<file path="src/rtl/tonemap_pkg.sv">
package tonemap_pkg;

   localparam int FRAC_BITS_DEFAULT = 12;
   localparam int SUM_W = 24;
   localparam int COUNT_W = 11;
   localparam int GAMMA_W = 16;
   localparam int CODE_W = 8;
   localparam int CSR_DATA_W = 16;

   localparam logic [COUNT_W-1:0] SAMPLE_COUNT_RESET = 11'd1;
   localparam logic [GAMMA_W-1:0] INVERSE_GAMMA_RESET = 16'd1862;

   // Quotient bits, log2 fraction bits, exponent fraction bits.
   localparam int Q_BITS = 32;
   localparam int LOG_BITS = 24;
   localparam int EXP_BITS = 16;
   localparam int EXPO_W = 6;

   localparam int CURVE_LAT = 2;
   localparam int DIV_LAT = Q_BITS;
   localparam int LOG_LAT = LOG_BITS + 1;
   localparam int EXP_LAT = EXP_BITS + 2;
   localparam int PIPE_LAT = CURVE_LAT + DIV_LAT + LOG_LAT + EXP_LAT;

   typedef enum logic [0:0] {
      CSR_SAMPLE_COUNT  = 1'b0,
      CSR_INVERSE_GAMMA = 1'b1
   } csr_index_type;

   typedef struct packed {
      logic sat;
      logic zero;
   } flags_type;

   // Width that holds both curve polynomials for a given fraction width.
   function automatic int value_width(input int frac_bits);
      int dw;
      int a;
      int b;
      int c;
      int w;
      dw = COUNT_W + frac_bits;
      a = 2 * SUM_W + 8;
      b = SUM_W + dw + 6;
      c = 2 * dw + 4;
      w = a;
      if (b > w) w = b;
      if (c > w) w = c;
      return w + 2;
   endfunction

   function automatic logic [63:0] isqrt64(input logic [63:0] x_in);
      logic [63:0] x;
      logic [63:0] res;
      logic [63:0] bitv;
      x = x_in;
      res = 64'd0;
      bitv = 64'h4000_0000_0000_0000;
      for (int k = 0; k < 32; k++) begin
         if (bitv > x) bitv = bitv >> 2;
      end
      for (int k = 0; k < 32; k++) begin
         if (bitv != 64'd0) begin
            if (x >= res + bitv) begin
               x = x - (res + bitv);
               res = (res >> 1) + bitv;
            end else begin
               res = res >> 1;
            end
            bitv = bitv >> 2;
         end
      end
      return res;
   endfunction

   // 2^(-2^-i) in Q0.32, built by repeated truncated square roots of one half.
   function automatic logic [31:0] root_value(input int idx);
      logic [63:0] r;
      r = 64'h0000_0000_8000_0000;
      for (int k = 1; k <= EXP_BITS; k++) begin
         if (k <= idx) r = isqrt64(r << 32);
      end
      return r[31:0];
   endfunction

endpackage

</file>
<file path="src/rtl/tonemap_curve.sv">
module tonemap_curve
   import tonemap_pkg::*;
#(
   parameter int FRAC_BITS = FRAC_BITS_DEFAULT,
   parameter int VW = value_width(FRAC_BITS)
) (
   input  logic               clock,
   input  logic               en,
   input  logic [SUM_W-1:0]   sum,
   input  logic [COUNT_W-1:0] count,
   output logic [VW-1:0]      num,
   output logic [VW-1:0]      den
);

   localparam int DW = COUNT_W + FRAC_BITS;

   logic [COUNT_W-1:0] n;
   logic [DW-1:0] d;
   logic [2*SUM_W-1:0] ss_ff;
   logic [SUM_W+DW-1:0] sd_ff;
   logic [2*DW-1:0] dd_ff;
   logic [VW-1:0] num_ff;
   logic [VW-1:0] den_ff;
   logic [VW-1:0] num_in;
   logic [VW-1:0] den_in;

   // A zero sample count averages as one.
   always_comb begin
      n = (count == '0) ? COUNT_W'(1) : count;
      d = DW'(n) << FRAC_BITS;
   end

   always_comb begin
      num_in = VW'(251) * VW'(ss_ff) + VW'(3) * VW'(sd_ff);
      den_in = VW'(243) * VW'(ss_ff) + VW'(59) * VW'(sd_ff) + VW'(14) * VW'(dd_ff);
   end

   always_ff @(posedge clock) begin
      if (en) begin
         ss_ff <= (2*SUM_W)'(sum) * (2*SUM_W)'(sum);
         sd_ff <= (SUM_W+DW)'(sum) * (SUM_W+DW)'(d);
         dd_ff <= (2*DW)'(d) * (2*DW)'(d);
         num_ff <= num_in;
         den_ff <= den_in;
      end
   end

   assign num = num_ff;
   assign den = den_ff;

endmodule

</file>
<file path="config.mk">
export PLATFORM = sky130hd
export DESIGN_NAME = tonemap_curve
export DESIGN_NICKNAME = d
export VERILOG_FILES = /design/src/rtl/tonemap_pkg.sv /design/src/rtl/tonemap_curve.sv
export SDC_FILE = /design/constraint.sdc
export NUM_CORES = 2
export LEC_CHECK = 0
export ABC_AREA = 1
export ABC_CLOCK_PERIOD_IN_PS = 7900
export BUFFER_PORTS_ARGS = -buffer_cell sky130_fd_sc_hd__buf_2
export CAP_MARGIN = 20
export CORE_ASPECT_RATIO = 1.4
export CORE_MARGIN = 10
export CORE_UTILIZATION = 67
export DETAILED_ROUTE_END_ITERATION = 6
export GPL_TIMING_DRIVEN = 0
export PLACE_DENSITY = 0.94
export SLEW_MARGIN = 20
export SYNTH_ARGS = -nofsm -noshare
export SYNTH_HDL_FRONTEND = slang
export SYNTH_SLANG_ARGS = --single-unit
export TNS_END_PERCENT = 5
</file>
<file path="constraint.sdc">
create_clock -name clock -period 7.9 [get_ports clock]
set_input_delay 1.58 -clock clock [delete_from_list [all_inputs] [get_ports clock]]
set_output_delay 1.58 -clock clock [all_outputs]
set_load 0.005 [all_outputs]
</file>
== Word level (Yosys, flattened, before mapping) ==
Index checks and enable logic that the tools add are counted.

* Bits of input ports: 37
* Word-level logic and storage cells: 18
* Register bits after elaboration: 221
* Output and inout port bits: 116

* Multiply operators: 8
* Reduce and logical (&&, ||, !) cells: 1
* Add/sub/neg operators: 3
* Muxes and demuxes: 1

{| class="wikitable"
|+ Operators by type and width
! operator !! number
|-
| $mul A8 B48 Y56 const A || 2
|-
| $add A57 B50 Y58 || 1
|-
| $add A56 B49 Y57 || 1
|-
| $add A56 B53 Y57 || 1
|-
| $mul A24 B24 Y48 || 1
|-
| $mul A6 B35 Y41 const A || 1
|-
| $mul A2 B35 Y37 const A || 1
|-
| $mul A24 B11 Y35 || 1
|-
| $mul A3 B22 Y25 const A || 1
|-
| $mul A11 B11 Y22 || 1
|-
| $logic_not A11 Y1 || 1
|-
| $mux W11 || 1
|}

== Longest topological paths before layout ==
* Depth in word-level cells: 3
* Gate-level depth with buffers: 39
* Depth with buffers taken out: 39

== Worst setup path before layout ==
OpenSTA, ideal clock, no wires.

* Path type: input to register
* Start: in sum[6]
* End: reg ss_ff[43] (data pin)
* Setup time: 252 ps
* Data required time: 7648 ps
* Slack: 623 ps
* Arrival: 7025 ps
* Buffers on the path: 2
* Stages on the path: 24
* Cells stage by stage: clkbuf_1 clkbuf_1 nand2_1 fa_1 inv_1 fa_1 fa_1 inv_1 fa_1 inv_1 fa_1 fa_1 fa_1 ha_1 a21oi_1 nor2_1 nor2_1 nor2_1 nor2_1 nor2_1 nor2_1 nand2_1 nand2_1 nand2_1

* Word-level cells in the longest chain between the ends: 1

{| class="wikitable"
|+ RTL lines
! element !! line !! RTL
|-
| from (decl) || tonemap_curve.sv:9 || <nowiki>input logic [SUM_W-1:0] sum,</nowiki>
|-
| $mul A24 B24 Y48 || tonemap_curve.sv:40 || <nowiki>ss_ff <= (2*SUM_W)'(sum) * (2*SUM_W)'(sum);</nowiki>
|-
| to (signal assigned) || tonemap_curve.sv:40 ||
|-
| to (decl) || tonemap_curve.sv:19 || <nowiki>logic [2*SUM_W-1:0] ss_ff;</nowiki>
|}

Every way passes these cells.
A chain may end at the register's enable or synchronous reset.

== Final worst setup path ==
* Start: reg sd_ff[30]
* End: reg den_ff[51], in the netlist den[51] (data pin)

* Word-level cells in the longest chain between the ends: 3

{| class="wikitable"
|+ RTL lines
! element !! line !! RTL
|-
| from (decl) || tonemap_curve.sv:20 || <nowiki>logic [SUM_W+DW-1:0] sd_ff;</nowiki>
|-
| from (signal assigned) || tonemap_curve.sv:41 || <nowiki>sd_ff <= (SUM_W+DW)'(sum) * (SUM_W+DW)'(d);</nowiki>
|-
| $mul A6 B35 Y41 || tonemap_curve.sv:35 || <nowiki>den_in = VW'(243) * VW'(ss_ff) + VW'(59) * VW'(sd_ff) + VW'(14) * VW'(dd_ff);</nowiki>
|-
| $add A56 B53 Y57 || tonemap_curve.sv:35 ||
|-
| $add A57 B50 Y58 || tonemap_curve.sv:35 ||
|-
| net den_in[51] || tonemap_curve.sv:25 || <nowiki>logic [VW-1:0] den_in;</nowiki>
|-
| to (signal assigned) || tonemap_curve.sv:44 || <nowiki>den_ff <= den_in;</nowiki>
|-
| to (decl) || tonemap_curve.sv:23 || <nowiki>logic [VW-1:0] den_ff;</nowiki>
|}

The timed path passes the listed nets, and every way through them passes these cells.

==> run metrics <==
status complete, but fails checks; failing checks design-rule violations; mean number of vias per cell 5.65; Worst path max stage delay 0.69 ns; Top Ports 153; Clock transition at path regs 0.07 ns; DR iter-0 viols 4459; initial antenna violation count 7; RR Startpoint sd_ff[30]; FP Rows 137; RSZ-0062 raised after global routing yes; effective utilization at floorplan 67.5%; vias in the first global route 62113; Ys Warns 0; Critical Path End Type register; Async SR Flop Fraction 0%; Total Routed Length 231000 µm; CTS tree done; largest net degree at the start of global routing 80; CTS Root Cell clkbuf_16; TritonCTS Sinks 214; CP max FO 4; crit share post-route 99.7%; Max Cap Viol 0; die span in y 395 µm; GP Congestion 1.09; Clk Latency, worst-skew pair 0.63 ns; R2R Setup Slk 0.02 ns; worst reg2reg endpoint den[51]; worst setup margin 0.0207 ns; DR vias 57533; die area 114000 µm²; GRT Total Usage 40.7%; final net count 10806; min Tclk post-route 7.88 ns; crit path launch sd_ff[30]; pre-CTS setup slack -1.22 ns; Worst R2R Path Depth 33; DRT Pass-1 Iters 7; ANT nets after route 0; Hold Buf Count CTS 0; total core area 99600 µm²; arrival time worst endpoint 8.24 ns; Slowest cell on crit path fa_2; layout cells sized above 1 8.57%; port bufs 129; Final Setup Violations 0; flops & latches, synth 214; CP Data Required Time 8.26 ns; Crit Path Class register to register; DP Wirelength 198000 µm; Setup Skew 0.0517 ns; Seq/Total Area, Yosys 9.56%; GRT Residual Overflow 0; Worst-Margin Slew 1.03 ns; max-slew violations 0; Cells after Synth 8630; critical path capture point den[51]; mapped cell area 67200 µm²; H-tree depth 1; Max Root-Sink Buffers 3; Hold Path Class register to register; Top FF cell, synth edfxtp_1; synthesis-to-finish area growth 7.91%; Hold Vio Cnt, Final 0; Cell variety after synth 46; first-pass GRT wire length 347000 µm; drt drc 3; Post-synth EDFFs 214; Avg WL per Cell 22.7 µm; FMAX 127 MHz; Die Width 288 µm; total CTS buffers 24; crit path launch type register; Post-Syn Area per Cell 7.79 µm²; Slew Limit Headroom 31.3%
==> repair_timing <==
item	in CTS	in global routing
cloned	0	0
gates resized for setup	186	357
buffers inserted	21	42
endpoints found under the setup margin	54	57
pin swaps	8	91
==> Yosys cell counts, drive strengths merged, types with 13 or more instances <==
master  instances  area (µm²)
inv          2527        9490
nand2        2271        8640
fa           1257       25200
ha            667        8350
nor2          493        2030
a21oi         264        1320
nand3         238        1280
edfxtp        214        6430
xor2          151        1320
clkbuf        123         462
o21ai          95         490
nor3           56         335
nand4          52         332
xnor2          42         368
o21bai         30         229
a21o           27         203
buf            22         108
nand3b         21         158
nor4           14        93.8
o21a           13        97.6
==> logic make-up after synthesis <==
family	Yosys count	share of synthesized area (%)
xor gates and xnor gates	193	2.51
DFF	214	9.56
and+or+nand+nor	3166	19.3
adders and majority gates	1924	49.9
AOI/OAI and AO/OA	455	3.75
other	2	0.0112
buffers and inverters	2676	15.0
==> state kept, by name, summed over array words and instances, names as in the netlist <==
name,count
ss_ff,47
dd_ff,21
den,57
num,54
sd_ff,35
==> worst min path at each step <==
stage,startpoint,end,slack [ns],cells after the start
final,ss_ff[2],den[2],0.78,0
after global routing,ss_ff[2],den[2],0.81,0
after CTS,ss_ff[2],den[2],0.77,0
after detailed placement,ss_ff[2],den[2],0.75,0
after global placement,ss_ff[2],den[2],0.73,0
after floorplan,ss_ff[0],den[1],0.63,0
==> per-stage QoR <==
stage               area, µm²  setup TNS (ns)  util [%]  instances  hold slack (ns)
finish                  72500               0      72.8      10185            0.776
global route            72500           -1.40      72.8      10183            0.814
CTS                     71000         -0.0513      71.3      10145            0.772
detailed placement      69600          -44.84      69.9      10085            0.746
global placement        69500          -42.44      69.8      10083            0.730
floorplan               67200               0         -       8634            0.627
==> final cells by class <==
cell class,count,area (µm²)
Sequential cell,214,6430
Buffer,136,734
Fill cell,7592,27100
Inverter,2531,9520
Antenna cell,2,5.00
Clock buffer,26,608
Timing Repair Buffer,194,1200
Clock inverter,18,208
Multi-Input combinational cell,5744,52200
Tap cell,1320,1650
==> layout by cell type (no fill, tap or decap), drive strengths merged, types with 21 or more instances in the layout <==
master,synthesis,final
ha,667,667
buf,22,227
nand2,2271,2271
o21bai,30,30
a21o,27,27
nor2,493,493
nor3,56,56
nand4,52,52
inv,2527,2529
clkbuf,123,129
edfxtp,214,214
nand3,238,238
nand3b,21,21
a21oi,264,264
fa,1257,1257
xnor2,42,42
xor2,151,151
o21ai,95,95
==> critical path, delay by kind of cell, from the launching register on <==
| kind | cells | cell delay [ns] |
|---|---|---|
| adders and majority gates | 10 | 4.73 |
| and+or+nand+nor | 16 | 1.83 |
| DFF | 1 | 0.57 |
| buffers and inverters | 7 | 0.48 |
==> layer usage <==
layer  routed length (µm)  part of all wire [%]  global-route usage, %
met1                69300                    30                   38.9
met2               115000                    50                   71.2
met3                16300                   7.1                   6.30
met4                30700                    13                   42.8
met5                   27                 0.012                      0
Power is not shown: default switching activity piles up to over one toggle a cycle in this logic, so the estimate is an artifact.
